**config.mk**
```make
export PLATFORM = sky130hd
export DESIGN_NAME = mhtq_cmdq
export DESIGN_NICKNAME = d
export VERILOG_FILES = /design/src/design/mhtq_pkg.sv /design/src/design/mhtq_cmdq.sv
export SDC_FILE = /design/constraint.sdc
export NUM_CORES = 1
export LEC_CHECK = 0
export BUFFER_PORTS_ARGS = -buffer_cell sky130_fd_sc_hd__buf_2
export CAP_MARGIN = 20
export CORE_AREA = 2 2 42 44
export DETAILED_ROUTE_END_ITERATION = 16
export DIE_AREA = 0 0 44 46
export PLACE_DENSITY_LB_ADDON = 0.1
export SYNTH_ARGS = -nofsm -noshare
export SYNTH_HDL_FRONTEND = slang
export SYNTH_SLANG_ARGS = --single-unit
```
**constraint.sdc**
```tcl
create_clock -name clk -period 2.2 [get_ports clk]
set_clock_uncertainty 0.15 [all_clocks]
set_input_delay 0.33 -clock clk [delete_from_list [all_inputs] [get_ports clk]]
set_output_delay 0.33 -clock clk [all_outputs]
set_load 0.005 [all_outputs]
```
**src/design/mhtq_pkg.sv**
```systemverilog
package mhtq_pkg;

    localparam int unsigned CAPACITY_DEF  = 32;
    localparam int unsigned ID_SPACE_DEF  = 1024;
    localparam int unsigned TIME_BITS_DEF = 48;
    localparam int unsigned CMDQ_DEPTH    = 2;

    localparam int unsigned ID_W   = 10;
    localparam int unsigned OP_W   = 3;
    localparam int unsigned WAIT_W = 32;

    localparam logic [1:0] KIND_EXPIRED   = 2'd0;
    localparam logic [1:0] KIND_CANCELLED = 2'd1;
    localparam logic [1:0] KIND_ACK       = 2'd2;
    localparam logic [1:0] KIND_ERROR     = 2'd3;

    localparam logic [1:0] ERR_NONE    = 2'd0;
    localparam logic [1:0] ERR_BAD_ID  = 2'd1;
    localparam logic [1:0] ERR_UNKNOWN = 2'd2;
    localparam logic [1:0] ERR_FULL    = 2'd3;

    localparam logic [WAIT_W-1:0] WAIT_CLAMP = 32'h7fff_ffff;
    localparam logic [WAIT_W-1:0] WAIT_EMPTY = 32'hffff_ffff;

    localparam logic [2:0] ACT_ARM    = 3'd0;
    localparam logic [2:0] ACT_UPDATE = 3'd1;
    localparam logic [2:0] ACT_CANCEL = 3'd2;
    localparam logic [2:0] ACT_SVC    = 3'd3;
    localparam logic [2:0] ACT_CLEAR  = 3'd4;

    typedef enum logic [OP_W-1:0] {
        OP_ARM,
        OP_UPDATE,
        OP_CANCEL,
        OP_SERVICE,
        OP_CLEAR,
        OP_NOP,
        OP_BAD_ID
    } op_t;

    typedef enum logic [3:0] {
        S_IDLE,
        S_EXEC,
        S_LK_B,
        S_LK_C,
        S_SVC_A,
        S_SVC_B,
        S_RM,
        S_RM_W,
        S_SD_A,
        S_SD_B,
        S_SD_C,
        S_SU_A,
        S_SU_B,
        S_PLACE
    } bstate_t;

    typedef struct packed {
        logic [1:0]        kind;
        logic [ID_W-1:0]   fired_id;
        logic [WAIT_W-1:0] wait_ms;
        logic [1:0]        error_code;
        logic              last;
    } result_t;

endpackage

```
**src/design/mhtq_cmdq.sv**
```systemverilog
module mhtq_cmdq
    import mhtq_pkg::*;
#(
    parameter int unsigned DATA_W = 8,
    parameter int unsigned DEPTH  = CMDQ_DEPTH
)
(
    input  logic              clk,
    input  logic              rst_n,
    input  logic              push,
    input  logic [DATA_W-1:0] wdata,
    input  logic              pop,
    output logic [DATA_W-1:0] rdata,
    output logic              full,
    output logic              empty
);

    localparam int unsigned PTR_W = (DEPTH > 1) ? $clog2(DEPTH) : 1;
    localparam int unsigned CNT_W = $clog2(DEPTH + 1);

    logic [DATA_W-1:0] mem [DEPTH];
    logic [PTR_W-1:0]  wptr_reg, wptr_next;
    logic [PTR_W-1:0]  rptr_reg, rptr_next;
    logic [CNT_W-1:0]  cnt_reg, cnt_next;

    assign full  = cnt_reg == CNT_W'(DEPTH);
    assign empty = cnt_reg == '0;
    assign rdata = mem[rptr_reg];

    always_comb
    begin
        wptr_next = wptr_reg;
        rptr_next = rptr_reg;
        cnt_next  = cnt_reg;
        if (push)
        begin
            wptr_next = (32'(wptr_reg) == DEPTH - 1) ? '0 : wptr_reg + 1'b1;
        end
        if (pop)
        begin
            rptr_next = (32'(rptr_reg) == DEPTH - 1) ? '0 : rptr_reg + 1'b1;
        end
        if (push && !pop)
        begin
            cnt_next = cnt_reg + 1'b1;
        end
        else if (pop && !push)
        begin
            cnt_next = cnt_reg - 1'b1;
        end
    end

    always_ff @(posedge clk or negedge rst_n)
    begin
        if (!rst_n)
        begin
            wptr_reg <= '0;
            rptr_reg <= '0;
            cnt_reg  <= '0;
        end
        else
        begin
            wptr_reg <= wptr_next;
            rptr_reg <= rptr_next;
            cnt_reg  <= cnt_next;
        end
    end

    always_ff @(posedge clk)
    begin
        if (push)
        begin
            mem[wptr_reg] <= wdata;
        end
    end

endmodule

```
==> impl_metrics.yaml, run 1 <==
drt:
  num_vias: 398
  firstDrtPassIters: 2
  detailedRoute.firstIterationViolations: 8
  route.detailed.vias_per_inst: 4.738
  detail_route.wl_per_cell_um: 11.55
  routed_wl_um: 970
  drcViolationCount: 0
  antenna_left: 0
timing:
  totalNegativeSetupSlack_ns: 0
  rsz0062_at_grt: "false"
  timing_max_transition_violations_final: 0
  maxSlewHeadroom_pct: 74.67
  finalWorstSetupSlack_ns: 0.3347
  maxClockFrequency_mhz: 536.1
  fin_crit_sh_pct: 84.79
  final_period_minus_worst_setup_slack_ns: 1.865
  slew_at_the_pin_closest_to_its_max_slew_limit_ns: 0.3800
  final-setup-viol-count: 0
  report.final.hold_viol_count: 0
setup_path:
  crit_path_max_fanout: 9
  setup.worst_path.class: "reg2out"
  arrival_time_worst_endpoint_ns: 1.39
  required_ns: 1.72
  setup.worst_path.start_class: "flop"
  type_of_element_capturing_the_critical_path: "output port"
worst_hold_path:
  holdCritPathClass: "in2reg"
clock_network:
  tritoncts: "done"
  clk_transition_reported_paths_ns: 0.10
  cts.htree.levels: 1
  cts_buffers: 3
  clk_root_buffer_cell: "clkbuf_4"
  clk_latency_ns: 0.29
  cts.sink_count: 20
  cts_resized: 0
  ctsLongestPathBuffers: 2
power:
  power.sequential.fraction_pct: 56.7
  power_switching_share_pct: 26.98
  p_int_w: 0.0007509
  net-switching-power_w: 0.0002775
  total_leakage_power_nw: 0.3850
  combinational_group_share_of_total_power_pct: 27.1
  peakVddDrop_mv: 0.5279
  powerDensity_nw_per_um2: 1106
  clock_power_share_pct: 16.2
outcome:
  run_status: "completed"
floorplanning:
  dieHeight_um: 46
  row_count: 15
  die_area_um2: 2024
  floorplan.io_pins: 22
  placeableCoreArea_um2: 1614
  die-width_um: 44
  initial_core_util_pct: 47.75
grt:
  antenna_found_initial: 0
  grt_start_max_net_pins: 12
  gr-total-overflow: 0
  grt_first_pass_wirelength_mm: 1.587
  number_of_global_route_vias_before_repair: 385
  globalRouteTotalUtil_pct: 11.68
final_layout:
  fillCellCount: 133
  area.growth.synth_to_final_pct: 20.62
  fraction_of_final_layout_cells_sized_beyond_drive_strength_1_pct: 50.75
  antenna_cells_inserted: 0
  num-nets-final: 81
  max_reg_flops: 16
flow_run:
  max_cap_violations: 0
placed_design:
  post-dp-hpwl_um: 717.5
  routabilityCongestion: 0.7236
  port_buffers: 21
  pre_cts_slack_ns: 0.6512
logic_synthesis:
  synthesis.area_um2: 770.7
  synth_top_cell_by_area: "edfxtp_1"
  ys_dominant_reg_cell: "edfxtp_1"
  asyncSetResetFlopFracSynth_pct: 20.00
  synth_warnings: 0
  synth_most_common_cell: "edfxtp_1"
  mean_syn_cell_area_um2: 18.80
  synth.top_cells.by_area: "edfxtp_1, dfrtp_1, mux2_2, xor2_1, ha_1"
  synthesis.instances: 41
  synth_top_cell_area_share_pct: 62.34
  synth_enable_flop_cells: 16
  netlist_top_cells_count: "edfxtp_1, mux2_2, dfrtp_1, xor2_1, nor2_1"
  synth_seq_cells: 20
  netlist-cell-type-count: 12
  mappedNetlistNets: 54
  synth.yosys.seq_area_share_pct: 75.32
## cell usage in the layout, fill, tap and decap left out, drive strengths merged
cell and n:
and2 1, and2b 1, buf 22, clkbuf 3, clkinv 1, dfrtp 4, dlygate4sd3 1, edfxtp 16
ha 1, inv 1, mux2 8, nor2 2, nor2b 1, xnor2 1, xor2 4
## cells by family (layout without fill, tap and decap cells)
| family | count (synthesis) | count (layout) | share of synthesized area [%] |
|---|---|---|---|
| flops | 20 | 20 | 75.33 |
| mux | 8 | 8 | 11.69 |
| xor+xnor | 5 | 5 | 5.682 |
| simple gates | 5 | 5 | 3.735 |
| buf+inv | 2 | 28 | 1.947 |
| fa+ha+maj | 1 | 1 | 1.623 |
## metal layers
layer	GRT usage, %	share of wire, %	vias to the layer above
li1	-	-	201
met1	14.17	45	186
met2	17.35	49	11
met3	4.762	5.9	0
met4	7.273	0	0
met5	0	0	-
## through the flow
step	cell area, µm²	power (W)	cells	utilization (%)	hold slack [ns]
after CTS	929.6	0.001048	84	57.60	0.05630
after global placement	893.4	0.0008701	79	55.35	-0.007438
after floorplan	770.7	0.0007703	41	-	-0.1156
final	929.6	0.001028	84	57.60	0.06937
after detailed placement	893.4	0.0008756	79	55.35	-0.009850
after global routing	929.6	0.001103	84	57.60	0.04341
## repair_timing
action	in CTS	in global routing
hold endpoints to repair	4	0
buffers inserted	0	0
hold buffers	1	0
endpoints found under the setup margin	0	0
## final timing paths
kind	from	to	slack, ns	cells past startpoint
max	rptr_reg	rdata[2]	0.33	2
min	wdata[4]	mem[1][4]	0.07	1
max reg2reg	wptr_reg	mem[1][3]	0.97	1
min reg2reg	wptr_reg	wptr_reg	0.35	1
max in group asynchronous	rst_n	rptr_reg	1.57	2
min in group asynchronous	rst_n	cnt_reg[0]	0.21	2
## final cells by class
cell class / instances / area, µm² / area share (%)
Inverter: 1 / 3.754 / 0.4038
Clock buffer: 3 / 22.52 / 2.423
Timing Repair Buffer: 23 / 122.6 / 13.19
Clock inverter: 1 / 3.754 / 0.4038
Multi-Input combinational cell: 19 / 175.2 / 18.84
Sequential cell: 20 / 580.6 / 62.45
Tap cell: 17 / 21.27 / 2.288
## worst max-delay path: stages (launching register included)
cell and delay (ns):
dfrtp_1 0.58, mux2_2 0.39, buf_2 0.13
## power groups by stage
stage          Combinational (W)  Sequential [W]  Clock (W)
3_5_place_dp            0.000284        0.000592          0
6_report                0.000279        0.000583   0.000167
5_1_grt                 0.000309        0.000599   0.000195
4_1_cts                 0.000284        0.000585   0.000178
3_3_place_gp            0.000280        0.000590          0
2_1_floorplan           0.000214        0.000556          0
Note: power is estimated with default switching activity, not from simulation.
==> run 2: changes to the inputs <==
- ABC_AREA: not set -> 1
- CORE_AREA: 2 2 42 44 -> 2 2 44 46
- DIE_AREA: 0 0 44 46 -> 0 0 46 48
- clock period: 2.2 -> 1.8 ns (I/O delays scaled with it)
==> run 2 against run 1 <==
Compared with the run above:
- first-iteration DRC count fell by 38%
- critical path depth did not move
- wire length rose by 23%
- sequential share of layout area fell by 7.8 points
- synthesized area rose by 6.2%
- register-to-register slack got worse by 0.36 ns
- count of clock-buffer cells in the layout did not move
- synthesized cell count rose by 22%
- non-clock buffer count rose by 6
- total power rose by 46%
- die area rose by 9.1%
- setup slack got worse by 0.26 ns
- critical path type unchanged
- largest cell class unchanged
==> impl_metrics.yaml, run 2 <==
power:
  power_switching_share_pct: 25.87
  power.sequential.fraction_pct: 49.0
  peakVddDrop_mv: 0.8307
  powerDensity_nw_per_um2: 1409
  net-switching-power_w: 0.0003880
  clock_power_share_pct: 23.7
  total_leakage_power_nw: 0.4863
  combinational_group_share_of_total_power_pct: 27.3
  p_int_w: 0.001112
grt:
  antenna_found_initial: 0
  gr-total-overflow: 0
  globalRouteTotalUtil_pct: 12.79
  grt_first_pass_wirelength_mm: 1.876
  number_of_global_route_vias_before_repair: 447
  grt_start_max_net_pins: 13
timing:
  maxClockFrequency_mhz: 578.6
  maxSlewHeadroom_pct: 78.04
  rsz0062_at_grt: "false"
  timing_max_transition_violations_final: 0
  totalNegativeSetupSlack_ns: 0
  report.final.hold_viol_count: 0
  slew_at_the_pin_closest_to_its_max_slew_limit_ns: 0.3291
  final_period_minus_worst_setup_slack_ns: 1.728
  fin_crit_sh_pct: 96.02
  final-setup-viol-count: 0
drt:
  route.detailed.vias_per_inst: 4.778
  firstDrtPassIters: 4
  detailedRoute.firstIterationViolations: 5
  num_vias: 473
  detail_route.wl_per_cell_um: 12.02
  antenna_left: 0
  routed_wl_mm: 1.190
  drcViolationCount: 0
clock_network:
  clk_latency_ns: 0.29
  cts_buffers: 3
  clk_root_buffer_cell: "clkbuf_4"
  ctsLongestPathBuffers: 2
  cts.sink_count: 20
  cts.htree.levels: 1
  clk_transition_reported_paths_ns: 0.11
  tritoncts: "done"
logic_synthesis:
  synth_top_cell_by_area: "edfxtp_1"
  synthesis.area_um2: 818.3
  ys_dominant_reg_cell: "edfxtp_1"
  synth.yosys.seq_area_share_pct: 70.95
  synth.top_cells.by_area: "edfxtp_1, mux2_4, dfrtp_1, inv_1, nand2_1"
  synth_seq_cells: 20
  synth_enable_flop_cells: 16
  synthesis.instances: 50
  synth_warnings: 0
  mappedNetlistNets: 63
  synth_most_common_cell: "edfxtp_1"
  netlist_top_cells_count: "edfxtp_1, mux2_4, inv_1, nand2_1, dfrtp_1"
  netlist-cell-type-count: 12
  mean_syn_cell_area_um2: 16.37
  asyncSetResetFlopFracSynth_pct: 20.00
  synth_top_cell_area_share_pct: 58.72
outcome:
  run_status: "completed"
setup_path:
  required_ns: 1.38
  setup_slack_reg_to_reg_ns: 0.61
  setup.worst_path.start_class: "flop"
  setup.worst_path.class: "reg2out"
  reg2reg_to: "mem[1][1]"
  reg2regPathDepth: 2
  arrival_time_worst_endpoint_ns: 1.31
  cp-endpoint: "rdata[2]"
  type_of_element_capturing_the_critical_path: "output port"
  cp-startpoint: "rptr_reg"
  r2r_start: "wptr_reg"
  crit_path_max_fanout: 9
worst_hold_path:
  holdCritPathClass: "in2reg"
floorplanning:
  floorplan.io_pins: 22
  initial_core_util_pct: 48.44
  die_area_um2: 2208
  die-width_um: 46
  dieHeight_um: 48
  row_count: 15
  placeableCoreArea_um2: 1689
final_layout:
  fraction_of_final_layout_cells_sized_beyond_drive_strength_1_pct: 42.68
  num-nets-final: 96
  layout.cells.non_filler: 99
  fillCellCount: 136
  antenna_cells_inserted: 0
  area.growth.synth_to_final_pct: 30.12
  commonest_non_fill_non_tap_cell_in_the_layout: "buf_2"
  max_reg_flops: 16
  layout.cells.most_common_list: "buf_2, edfxtp_1, mux2_4, inv_1, dlygate4sd3_1"
flow_run:
  max_cap_violations: 0
placed_design:
  routabilityCongestion: 0.6463
  port_buffers: 21
  total_placed_cells_including_tap_cells: 88
[run 2: changes by cell type after synthesis, moves of 2 or more]
cell     delta
xor2_1      -2
nand2_1     +5
inv_1       +6
mux2_4      +8
mux2_2      -8
[run 2: kinds of logic (layout without fill, tap and decap cells)]
kind of cell	count (synthesis)	count (layout)	synth area share, %
xor+xnor	3	3	3.212
fa+ha+maj	1	1	1.529
buf+inv	8	40	4.588
flops	20	20	70.95
mux	8	8	14.68
simple gates	10	10	5.046
[run 2: layer usage]
layer | track usage [%] | share of wire (%) | vias up
li1 | - | - | 235
met1 | 14.39 | 44 | 218
met2 | 21.67 | 51 | 18
met3 | 2.642 | 4.3 | 2
met4 | 9.143 | 0.92 | 0
met5 | 0 | 0 | -
[run 2: power by group through the flow]
stage	clock [W]	combinational (W)	sequential [W]
final	0.000356	0.000410	0.000735
after global routing	0.000381	0.000460	0.000752
after CTS	0.000361	0.000410	0.000738
after detailed placement	0	0.000405	0.000745
after global placement	0	0.000398	0.000740
after floorplan	0	0.000327	0.000681
[run 2: final cells by class]
cell class	count	area, µm²	area share, %
Inverter	7	26.28	2.468
Multi-Input combinational cell	22	200.2	18.80
Clock buffer	3	22.52	2.115
Tap cell	17	21.27	1.998
Timing Repair Buffer	29	182.7	17.16
Sequential cell	20	581.8	54.64
Clock inverter	1	30.03	2.820
[run 2: repair_timing]
action                                  4_1_cts  5_1_grt
endpoints found under the setup margin        8        0
hold buffers                                  4        3
endpoints found under the hold margin         9        6
gates resized for setup                       1        0
setup buffers                                 0        0
[run 2: worst max-delay path: stages, from the launching register on]
cell and delay, ns:
dfrtp_2 0.56, mux2_4 0.33, buf_2 0.13
[run 2: worst min path at each step]
stage / start / to / cells after the start
global placement: rst_n / cnt_reg[0] / 1
global route: wdata[1] / mem[1][1] / 1
finish: wdata[7] / mem[1][7] / 1
detailed placement: rst_n / cnt_reg[0] / 1
floorplan: rst_n / cnt_reg[0] / 0
CTS: wdata[5] / mem[0][5] / 1
[run 2: through the flow]
stage                     cell area [µm²]  hold slack (ns)  setup WS (ns)  total power (W)  utilization [%]
final                                1065          0.01632        0.07157         0.001500            63.04
after global routing                 1065         0.001083        0.01564         0.001593            63.04
after CTS                            1035        0.0003469        0.05827         0.001509            61.26
after detailed placement            940.9         -0.06838         0.2537         0.001150            55.70
after global placement              940.9         -0.06811         0.2713         0.001138            55.70
after floorplan                     818.3          -0.1756         0.5062         0.001009                -
