`src/design/mhtq_pkg.sv`:
```
package mhtq_pkg;

    localparam int unsigned CAPACITY_DEF  = 32;
    localparam int unsigned ID_SPACE_DEF  = 1024;
    localparam int unsigned TIME_BITS_DEF = 48;
    localparam int unsigned CMDQ_DEPTH    = 2;

    localparam int unsigned ID_W   = 10;
    localparam int unsigned OP_W   = 3;
    localparam int unsigned WAIT_W = 32;

    localparam logic [1:0] KIND_EXPIRED   = 2'd0;
    localparam logic [1:0] KIND_CANCELLED = 2'd1;
    localparam logic [1:0] KIND_ACK       = 2'd2;
    localparam logic [1:0] KIND_ERROR     = 2'd3;

    localparam logic [1:0] ERR_NONE    = 2'd0;
    localparam logic [1:0] ERR_BAD_ID  = 2'd1;
    localparam logic [1:0] ERR_UNKNOWN = 2'd2;
    localparam logic [1:0] ERR_FULL    = 2'd3;

    localparam logic [WAIT_W-1:0] WAIT_CLAMP = 32'h7fff_ffff;
    localparam logic [WAIT_W-1:0] WAIT_EMPTY = 32'hffff_ffff;

    localparam logic [2:0] ACT_ARM    = 3'd0;
    localparam logic [2:0] ACT_UPDATE = 3'd1;
    localparam logic [2:0] ACT_CANCEL = 3'd2;
    localparam logic [2:0] ACT_SVC    = 3'd3;
    localparam logic [2:0] ACT_CLEAR  = 3'd4;

    typedef enum logic [OP_W-1:0] {
        OP_ARM,
        OP_UPDATE,
        OP_CANCEL,
        OP_SERVICE,
        OP_CLEAR,
        OP_NOP,
        OP_BAD_ID
    } op_t;

    typedef enum logic [3:0] {
        S_IDLE,
        S_EXEC,
        S_LK_B,
        S_LK_C,
        S_SVC_A,
        S_SVC_B,
        S_RM,
        S_RM_W,
        S_SD_A,
        S_SD_B,
        S_SD_C,
        S_SU_A,
        S_SU_B,
        S_PLACE
    } bstate_t;

    typedef struct packed {
        logic [1:0]        kind;
        logic [ID_W-1:0]   fired_id;
        logic [WAIT_W-1:0] wait_ms;
        logic [1:0]        error_code;
        logic              last;
    } result_t;

endpackage

```
`src/design/mhtq_front.sv`:
```
module mhtq_front
    import mhtq_pkg::*;
#(
    parameter int unsigned ID_SPACE  = ID_SPACE_DEF,
    parameter int unsigned TIME_BITS = TIME_BITS_DEF,
    localparam int unsigned CMD_W    = OP_W + ID_W + 2 * TIME_BITS
)
(
    input  logic             start,
    input  logic             q_full,
    input  logic [2:0]       action,
    input  logic [ID_W-1:0]  timer_id,
    input  logic [30:0]      timeout_ms,
    input  logic [47:0]      now_ms,
    output logic             push,
    output logic [CMD_W-1:0] cmd
);

    localparam logic [64:0] TMAX = (65'd1 << TIME_BITS) - 65'd1;

    logic [64:0] now_ext;
    logic [64:0] now_c;
    logic [64:0] sum;
    logic [64:0] exp_c;
    logic        bad_id;
    op_t         op;

    assign push    = start && !q_full;
    assign now_ext = 65'(now_ms);
    assign now_c   = (now_ext > TMAX) ? TMAX : now_ext;
    assign sum     = now_c + 65'(timeout_ms);
    assign exp_c   = (sum > TMAX) ? TMAX : sum;
    assign bad_id  = 32'(timer_id) >= ID_SPACE;

    always_comb
    begin
        unique case (action)
            ACT_ARM:    op = bad_id ? OP_BAD_ID : OP_ARM;
            ACT_UPDATE: op = bad_id ? OP_BAD_ID : OP_UPDATE;
            ACT_CANCEL: op = bad_id ? OP_BAD_ID : OP_CANCEL;
            ACT_SVC:    op = OP_SERVICE;
            ACT_CLEAR:  op = OP_CLEAR;
            default:    op = OP_NOP;
        endcase
    end

    assign cmd = {op, timer_id, exp_c[TIME_BITS-1:0], now_c[TIME_BITS-1:0]};

endmodule

```
`config.mk`:
```
export PLATFORM = sky130hd
export DESIGN_NAME = mhtq_front
export DESIGN_NICKNAME = d
export VERILOG_FILES = /design/src/design/mhtq_pkg.sv /design/src/design/mhtq_front.sv
export SDC_FILE = /design/constraint.sdc
export NUM_CORES = 1
export LEC_CHECK = 0
export ABC_AREA = 1
export BUFFER_PORTS_ARGS = -buffer_cell sky130_fd_sc_hd__clkbuf_2
export CAP_MARGIN = 20
export CORE_MARGIN = 2
export CORE_UTILIZATION = 25
export DETAILED_ROUTE_END_ITERATION = 6
export GPL_TIMING_DRIVEN = 0
export PLACE_DENSITY = 0.54
export SLEW_MARGIN = 20
export SYNTH_ARGS = -nofsm -noshare
export SYNTH_HDL_FRONTEND = slang
export SYNTH_SLANG_ARGS = --single-unit
```
`constraint.sdc`:
```
create_clock -name vclk -period 2.5
set_clock_uncertainty 0.05 [all_clocks]
set_input_delay 0.375 -clock vclk [all_inputs]
set_output_delay 0.375 -clock vclk [all_outputs]
set_load 0.02 [all_outputs]
```
==> flow_summary.toml, run 1 <==
[synthesis]
synth_cell_type_count = 26
yosys-top-cells-area = "nand2_1 (31%), inv_1 (16%), ha_1 (10%)"
ys_top_cells_by_count = "nand2_1 (322), inv_1 (169), nor2_1 (80)"
syn_nets = 965
synth_most_common_cell = "nand2_1"
syn-cell-area_sq_um = 3880
yosysTopAreaCellShare_pct = 31.1
ys_warn_count = 0
synth_area_per_cell_sq_um = 4.63
syn_inst = 839
yosysSeqAreaShare_pct = 0
yosys.area.top_type = "nand2_1"

[layout]
n_clock_buffer = 0
utilization_pct = 42.4
seq_cells = 0
diodes = 0
final_area_sq_um = 6440
synthToLayoutAreaGrowth_pct = 65.8
layout-drive-gt1-share_pct = 36.3
regArea_sq_um = 0
fin_nets = 1183

[grt]
grt_max_degree = 11
grt_pass1_wl_um = 23300
track_usage_pct = 17.5
grt_overflow = 0
grt_pass1_vias = 4654
antenna_found_initial = 0

[timing]
setup_viol = 47
min_period_ns = 2.63
max_freq_ghz = 0.380
drv_slew = 0
hold_viol = 0
max_slew.worst_pin.slew_ns = 0.429
holdWs_ns = 0.924
relSlewSlack_pct = 71.2
rsz0062_at_grt = "yes"
timing.final.crit_share_pct = 105
fin_ws_ns = -0.132

[detailed_routing]
wl_per_cell_um = 12.6
drc = 0
viasPerCell = 4.36
routed_wl_um = 15700
highest_layer = "met4"
via_count = 5424
wl_met3_um = 988
firstDrtPassIters = 5
wl_met2_um = 7080
detail-route-antenna-nets = 0
wl_met1_um = 7440
first_iter_violations = 267

[floorplanning]
die_area_sq_um = 16600
start_util_pct = 25.6
die_w_um = 129
coreArea_sq_um = 15200
die_y_um = 129
fp-row-count = 45
ios = 204

[hold_path]
hold_path.class = "in2out"
holdCritStartpoint = "timer_id[5]"
min_to = "cmd[101]"
whs_path_depth = 2

[power_and_ir_drop]
p_per_area_nw_per_um2 = 268
total_power_mw = 1.73
pwr-share-clk_pct = 0
p_sw_mw = 0.976
combPwrFrac_pct = 100.0
power_leakage_nw = 3.70
p_sw_share_pct = 56.5
power_frac_seq_pct = 0
internal_power_mw = 0.750
worst_ir_drop_vdd_v = 0.000119

[clock_tree]
holdBufCountCts = 0

[setup_path]
cp-end-kind = "output pin"
cp-start-kind = "input port"
cp.arrival_ns = 2.21
critical_path_required_ns = 2.08
startpoint = "timeout_ms[0]"
cp_max_fo = 7
path_class = "in2out"

[placement]
gp_congestion = 0.922
portBuffers = 194
place_hpwl_um = 13200
placed_cell_area_sq_um = 5150

[job]
cap_violations = 0

[run_status]
run_status = "finished with violations"
violations = "negative setup slack"
[kinds of logic after synthesis]
group                      synth area share (%)
AOI/OAI and AO/OA                          3.22
xor gates and xnor gates                   5.41
adders and majority gates                  10.5
buffers and inverters                      25.0
and+or+nand+nor                            55.9
[metal layers]
| layer | vias to the layer above | global-route usage, % |
|---|---|---|
| met5 | - | 0 |
| met4 | 0 | 2.37 |
| met3 | 12 | 1.50 |
| met2 | 175 | 29.0 |
| met1 | 2353 | 25.3 |
| li1 | 2884 | - |
[cells in the final DEF (no fill, tap or decap), types with 6 or more instances in the layout]
master      n
buf_8      31
a21oi_1    10
a21oi_2     6
inv_1     165
clkbuf_2  151
buf_4      32
nand3_2    11
nor2_2     23
clkbuf_4    6
nand4_1     9
xnor2_1    21
ha_4       23
clkbuf_1   49
nand2_2    30
ha_2        6
nand3_4     7
nand3_1    47
nor2_1     55
nand2_4    22
nor2_4      7
nand2_1   293
inv_2      13
[final cells by class]
type / count / area (sq um)
Timing Repair Buffer: 216 / 1530
Inverter: 178 / 668
Multi-Input combinational cell: 597 / 3670
Fill cell: 1705 / 8760
Buffer: 64 / 342
Tap cell: 188 / 235
[how the worst max path moves through the flow]
stage	to	slack [ns]
detailed placement	cmd[80]	-0.61
CTS	cmd[61]	-0.21
finish	cmd[75]	-0.13
floorplan	cmd[91]	0.01
global placement	cmd[92]	-0.59
global route	cmd[75]	-0.20
[critical path, stage by stage]
cell and delay, ns:
buf_6 0.07, ha_4 0.12, inv_2 0.03, fa_2 0.34, inv_2 0.07, nand3_2 0.08
nand3_4 0.08, nand2_2 0.05, nand2_2 0.08, nand2_2 0.06, nand3_2 0.08, nand2_2 0.07
nand2_2 0.09, nand2_4 0.07, buf_12 0.17, buf_8 0.14, nand3_4 0.09, buf_8 0.12
[power by group through the flow]
| stage | registers [mW] | clock network, mW | logic, mW |
|---|---|---|---|
| after floorplan | 0 | 0 | 0.878 |
| after global placement | 0 | 0 | 1.32 |
| after detailed placement | 0 | 0 | 1.32 |
| after CTS | 0 | 0 | 1.50 |
| after global routing | 0 | 0 | 1.87 |
| final | 0 | 0 | 1.73 |
[metrics by stage]
step | setup WS [ns] | setup TNS [ns] | cells
after floorplan | 0.0137 | 0 | 839
after global placement | -0.592 | -25.13 | 1221
after detailed placement | -0.607 | -25.46 | 1221
after CTS | -0.207 | -7.63 | 1235
after global routing | -0.196 | -7.27 | 1243
final | -0.132 | -3.74 | 1243
[repair_timing]
item                                    CTS  global route
buffers inserted                         13             8
gates resized for setup                 107           166
hold endpoints to repair                  0             0
pin swaps                                 9            17
endpoints found under the setup margin   48            48
gates cloned                              1             1
Note: power is estimated with default switching activity, not from simulation.
==> inputs of run 2 (changes only) <==
Settings changed: ABC_AREA 1 to default, PLACE_DENSITY 0.54 to 0.61.
==> run 2 against run 1 <==
Effect of this change: largest cell class unchanged; the flow still finishes with violations (negative setup slack); setup slack worse by 1.2 ns; flip-flop and latch count unchanged; highest routed layer unchanged; core utilization rose by 6.9 points; final area shrank 25%.
==> flow_summary.toml, run 2 <==
[power_and_ir_drop]
worst_ir_drop_vdd_v = 0.000143
p_sw_share_pct = 52.7
pwr-share-clk_pct = 0
p_per_area_nw_per_um2 = 313
p_sw_mw = 0.796
power_leakage_nw = 2.36
internal_power_mw = 0.714
total_power_mw = 1.51
combPwrFrac_pct = 100.0
power_frac_seq_pct = 0

[clock_tree]
holdBufCountCts = 0

[placement]
dpl_worst_slack_ns = -1.41
gp_congestion = 0.804
place_inst = 738
place_hpwl_um = 7670
placed_cell_area_sq_um = 3930
portBuffers = 194

[layout]
layout-drive-gt1-share_pct = 47.7
n_clock_buffer = 0
final_area_sq_um = 4820
fillers = 975
diodes = 0
final_common_cell = "clkbuf_2"
seq_cells = 0
final_cell_count_no_fill = 753
regArea_sq_um = 0
synthToLayoutAreaGrowth_pct = 90.9
mostFrequentLayoutCells = "clkbuf_2 (144), clkbuf_1 (54), a21oi_1 (36)"
fin_nets = 748

[setup_path]
cp-start-kind = "input port"
cp.arrival_ns = 3.37
path_class = "in2out"
critical_path_required_ns = 2.08
cp_max_fo = 7
cp-end-kind = "output pin"

[detailed_routing]
via_count = 3653
wl_per_cell_um = 13.1
first_iter_violations = 94
firstDrtPassIters = 5
drc = 0
viasPerCell = 4.85
routed_wl_um = 9830
detail-route-antenna-nets = 0

[grt]
grt_pass1_wl_um = 14800
antenna_found_initial = 0
grt_max_degree = 11
grt_overflow = 0
grt_pass1_vias = 3326
track_usage_pct = 15.5

[timing]
drv_slew = 0
max_slew.worst_pin.slew_ns = 0.824
relSlewSlack_pct = 45.1
timing.final.crit_share_pct = 152
max_freq_ghz = 0.264
fin_ws_ns = -1.29
rsz0062_at_grt = "yes"
holdWs_ns = 0.925
setup_viol = 48
min_period_ns = 3.79
hold_viol = 0

[synthesis]
syn-cell-area_sq_um = 2520
ys_warn_count = 0
yosys.area.top_type = "ha_1"
synth_area_per_cell_sq_um = 6.14
syn_nets = 537
syn_inst = 411
ys_top_cells_by_count = "nand2_1 (57), clkbuf_1 (54), a21oi_1 (39)"
yosys-top-cells-area = "ha_1 (15%), nand2_1 (8.5%), clkbuf_1 (8.0%)"
yosysTopAreaCellShare_pct = 15.4
yosysSeqAreaShare_pct = 0
synth_most_common_cell = "nand2_1"
synth_cell_type_count = 54

[floorplanning]
coreArea_sq_um = 9770
ios = 204
die_w_um = 104
die_y_um = 104
fp-row-count = 36
die_area_sq_um = 10900
start_util_pct = 25.8

[hold_path]
min_to = "cmd[97]"
hold_path.class = "in2out"
holdCritStartpoint = "timer_id[1]"
whs_path_depth = 2

[job]
cap_violations = 0

[run_status]
run_status = "finished with violations"
violations = "negative setup slack"
## run 2: changes by cell type in the layout (fill, tap and decap cells not counted), moves of 16 or more
cell     change
a21oi_1     +26
buf_6       +16
inv_1      -151
a21o_1      +16
nor2_2      -21
o21ai_0     +17
nand2_2     -30
ha_1        +28
ha_4        -22
nand3_1     -35
nor2_1      -34
nand2_1    -264
## run 2: layout make-up
type	instances	area, sq um	share of cell area [%]
buffer	69	378	7.84
multi-input combinational	327	2620	54.4
timing repair buffer	209	1600	33.1
inverter	15	56.3	1.17
tap	133	166	3.45
## run 2: power groups by stage
stage / logic [mW] / clock network [mW] / registers [mW]
2_1_floorplan: 0.811 / 0 / 0
3_3_place_gp: 1.16 / 0 / 0
3_5_place_dp: 1.17 / 0 / 0
4_1_cts: 1.38 / 0 / 0
5_1_grt: 1.61 / 0 / 0
6_report: 1.51 / 0 / 0
## run 2: worst max-delay path by stage
stage                       start      end  cells past startpoint
detailed placement      now_ms[0]  cmd[73]                     15
finish              timeout_ms[0]  cmd[73]                     15
floorplan           timeout_ms[0]  cmd[94]                     12
global route        timeout_ms[0]  cmd[79]                     15
CTS                 timeout_ms[0]  cmd[79]                     15
global placement    timeout_ms[0]  cmd[73]                     15
## run 2: kinds of logic (layout without fill, tap and decap cells)
logic type               count (synthesis)  after routing  synth area share (%)
adder cells (fa/ha/maj)                 32             32                  16.2
buffers and inverters                   84            293                  15.0
AO/OA/AOI/OAI                          127            127                  32.1
XOR/XNOR                                27             27                  9.37
multiplexers                             4              4                  1.68
AND/OR/NAND/NOR                        137            137                  25.8
## run 2: stage by stage
step | setup TNS, ns | utilization (%)
after floorplan | -34.69 | -
after global placement | -62.58 | 40.2
after detailed placement | -63.47 | 40.2
after CTS | -59.03 | 46.1
after global routing | -63.76 | 49.3
final | -58.49 | 49.3
## run 2: repair_timing
item                                    4_1_cts  5_1_grt
cloned                                        1        3
setup buffers                                 9        3
resized for setup                           111       90
endpoints found under the setup margin       48       48
pin swaps                                     5        7
## run 2: critical path, cell delays in order
cell and delay, ns:
buf_8 0.08, ha_4 0.13, inv_2 0.04, fa_2 0.36, nor2b_4 0.16, o2111ai_4 0.14
a221o_1 0.37, a211oi_2 0.34, o2111ai_2 0.17, a21o_1 0.25, a211o_4 0.42, buf_12 0.18
clkbuf_16 0.17, nand2_4 0.06, buf_8 0.11
## run 2: routing by layer
| metal | global-route usage [%] | part of all wire, % |
|---|---|---|
| met1 | 19.1 | 41 |
| met2 | 29.9 | 52 |
| met3 | 1.32 | 7.0 |
| met4 | 1.64 | 0.86 |
| met5 | 0 | 0 |
==> inputs of run 3 (changes only) <==
Settings changed: BUFFER_PORTS_ARGS -buffer_cell sky130_fd_sc_hd__clkbuf_2 to default, DONT_BUFFER_PORTS from default to 1, PLACE_DENSITY 0.61 to 0.43, RECOVER_POWER from default to 100.
==> run 3 against run 2 <==
Effect of this change: the run still ends with negative setup slack left; non-clock buffer count down 188; critical path type unchanged; maximum frequency up 6.5%; wire length down 13%; final area is 28% lower; global-route usage fell by 1.4 points; largest cell class unchanged; first-iteration DRC count rose by 23%; sequential share of layout area unchanged; combinational power decreased by 30%; via count down 20%; critical path depth shrank 2; largest power group unchanged.
==> flow_summary.toml, run 3 (synthesis gave the netlist of run 2 again) <==
[layout]
regArea_sq_um = 0
mostFrequentLayoutCells = "clkbuf_1 (64), a21oi_1 (35), ha_1 (30)"
diodes = 0
final_common_cell = "clkbuf_1"
seq_cells = 0
final_cell_count_no_fill = 565
synthToLayoutAreaGrowth_pct = 37.9
n_clock_buffer = 0
fin_nets = 560
layout-drive-gt1-share_pct = 23.1
utilization_pct = 35.6
final_area_sq_um = 3480

[timing]
timing.final.crit_share_pct = 142
setup_viol = 48
max_freq_ghz = 0.281
max_slew.worst_pin.slew_ns = 0.905
hold_viol = 0
drv_slew = 0
fin_setup_tns_ns = -48.40
fin_ws_ns = -1.06
min_period_ns = 3.56
rsz0062_at_grt = "yes"
relSlewSlack_pct = 39.7

[grt]
grt_overflow = 0
grt_pass1_wl_um = 13200
antenna_found_initial = 0
track_usage_pct = 14.1
grt_pass1_vias = 2774
grt_max_degree = 11

[detailed_routing]
wl_per_cell_um = 15.1
firstDrtPassIters = 5
wl_met3_um = 552
first_iter_violations = 116
detail-route-antenna-nets = 0
routed_wl_um = 8520
via_count = 2940
wl_met2_um = 4290
drc = 0
highest_layer = "met3"
viasPerCell = 5.20
wl_met1_um = 3680

[power_and_ir_drop]
combPwrFrac_pct = 100.0
pwr-share-clk_pct = 0
worst_ir_drop_vdd_v = 0.000101
power_frac_seq_pct = 0
p_sw_mw = 0.689
p_per_area_nw_per_um2 = 305
p_sw_share_pct = 64.9
power_leakage_nw = 1.39
total_power_mw = 1.06
internal_power_mw = 0.373

[setup_path]
path_class = "in2out"
cp-end-kind = "output pin"
cp-start-kind = "input port"
critical_path_required_ns = 2.08
cp.arrival_ns = 3.13
critPathBufInv = 3
cp_common_cell = "buf_12"
cpPeakStageDelay_ns = 0.39
cp_cell_sequence = "ha_4 > inv_2 > fa_2 > nor2b_4 > o2111ai_4 > a221o_1 > a211oi_4 > o2111ai_2 > a21o_4 > a211o_4 > buf_12 > buf_12 > nand2_4"
slowest_stage = "a221o_1"
cp_max_fo = 10
path_delay_family = "compound AO/OA/AOI/OAI gates"

[floorplanning]
fp-row-count = 36
die_area_sq_um = 10900
die_y_um = 104
ios = 204
start_util_pct = 25.8
die_w_um = 104
coreArea_sq_um = 9770

[placement]
place_inst = 544
placed_cell_area_sq_um = 2960
place_hpwl_um = 7000
portBuffers = 0
gp_congestion = 0.786

[run_status]
run_status = "finished with violations"
violations = "negative setup slack"

[hold_path]
min_to = "cmd[85]"
whs_path_depth = 1
holdCritStartpoint = "now_ms[37]"
hold_path.class = "in2out"

[job]
cap_violations = 0

[clock_tree]
holdBufCountCts = 0
## run 3: final cells by class
type                       instances  area, sq um
buffer                            69          325
fill                            1054         6290
inverter                          15         56.3
multi-input combinational        327         2740
tap                              133          166
timing repair buffer              21          194
## run 3: power groups by stage
stage | Clock [mW] | Sequential, mW | Combinational, mW
after CTS | 0 | 0 | 1.03
after detailed placement | 0 | 0 | 0.933
final | 0 | 0 | 1.06
after global routing | 0 | 0 | 1.15
after floorplan | 0 | 0 | 0.811
after global placement | 0 | 0 | 0.933
## run 3: metal layers
metal | GRT usage [%] | vias up
met2 | 26.1 | 127
met3 | 1.82 | 0
met5 | 0 | -
li1 | - | 1458
met1 | 18.1 | 1355
met4 | 0.579 | 0
## run 3: stage by stage
stage                     hold WS, ns  setup slack [ns]
final                           0.761             -1.06
after global routing            0.762             -1.19
after CTS                       0.762             -1.09
after detailed placement        0.762             -1.24
after global placement          0.762             -1.22
after floorplan                 0.757            -0.755
## run 3: worst max-delay path by stage
stage,depth (start not counted),slack (ns),start,end
finish,13,-1.06,timeout_ms[0],cmd[73]
global route,13,-1.19,timeout_ms[0],cmd[74]
CTS,13,-1.09,timeout_ms[0],cmd[73]
global placement,12,-1.22,timeout_ms[0],cmd[72]
detailed placement,12,-1.24,timeout_ms[0],cmd[72]
floorplan,12,-0.75,timeout_ms[0],cmd[94]
## run 3: what timing repair did
action / CTS / global route
cloned: 1 / 0
buffers inserted: 11 / 10
gates resized for setup: 52 / 19
pin swaps: 5 / 6
endpoints found under the setup margin: 48 / 48
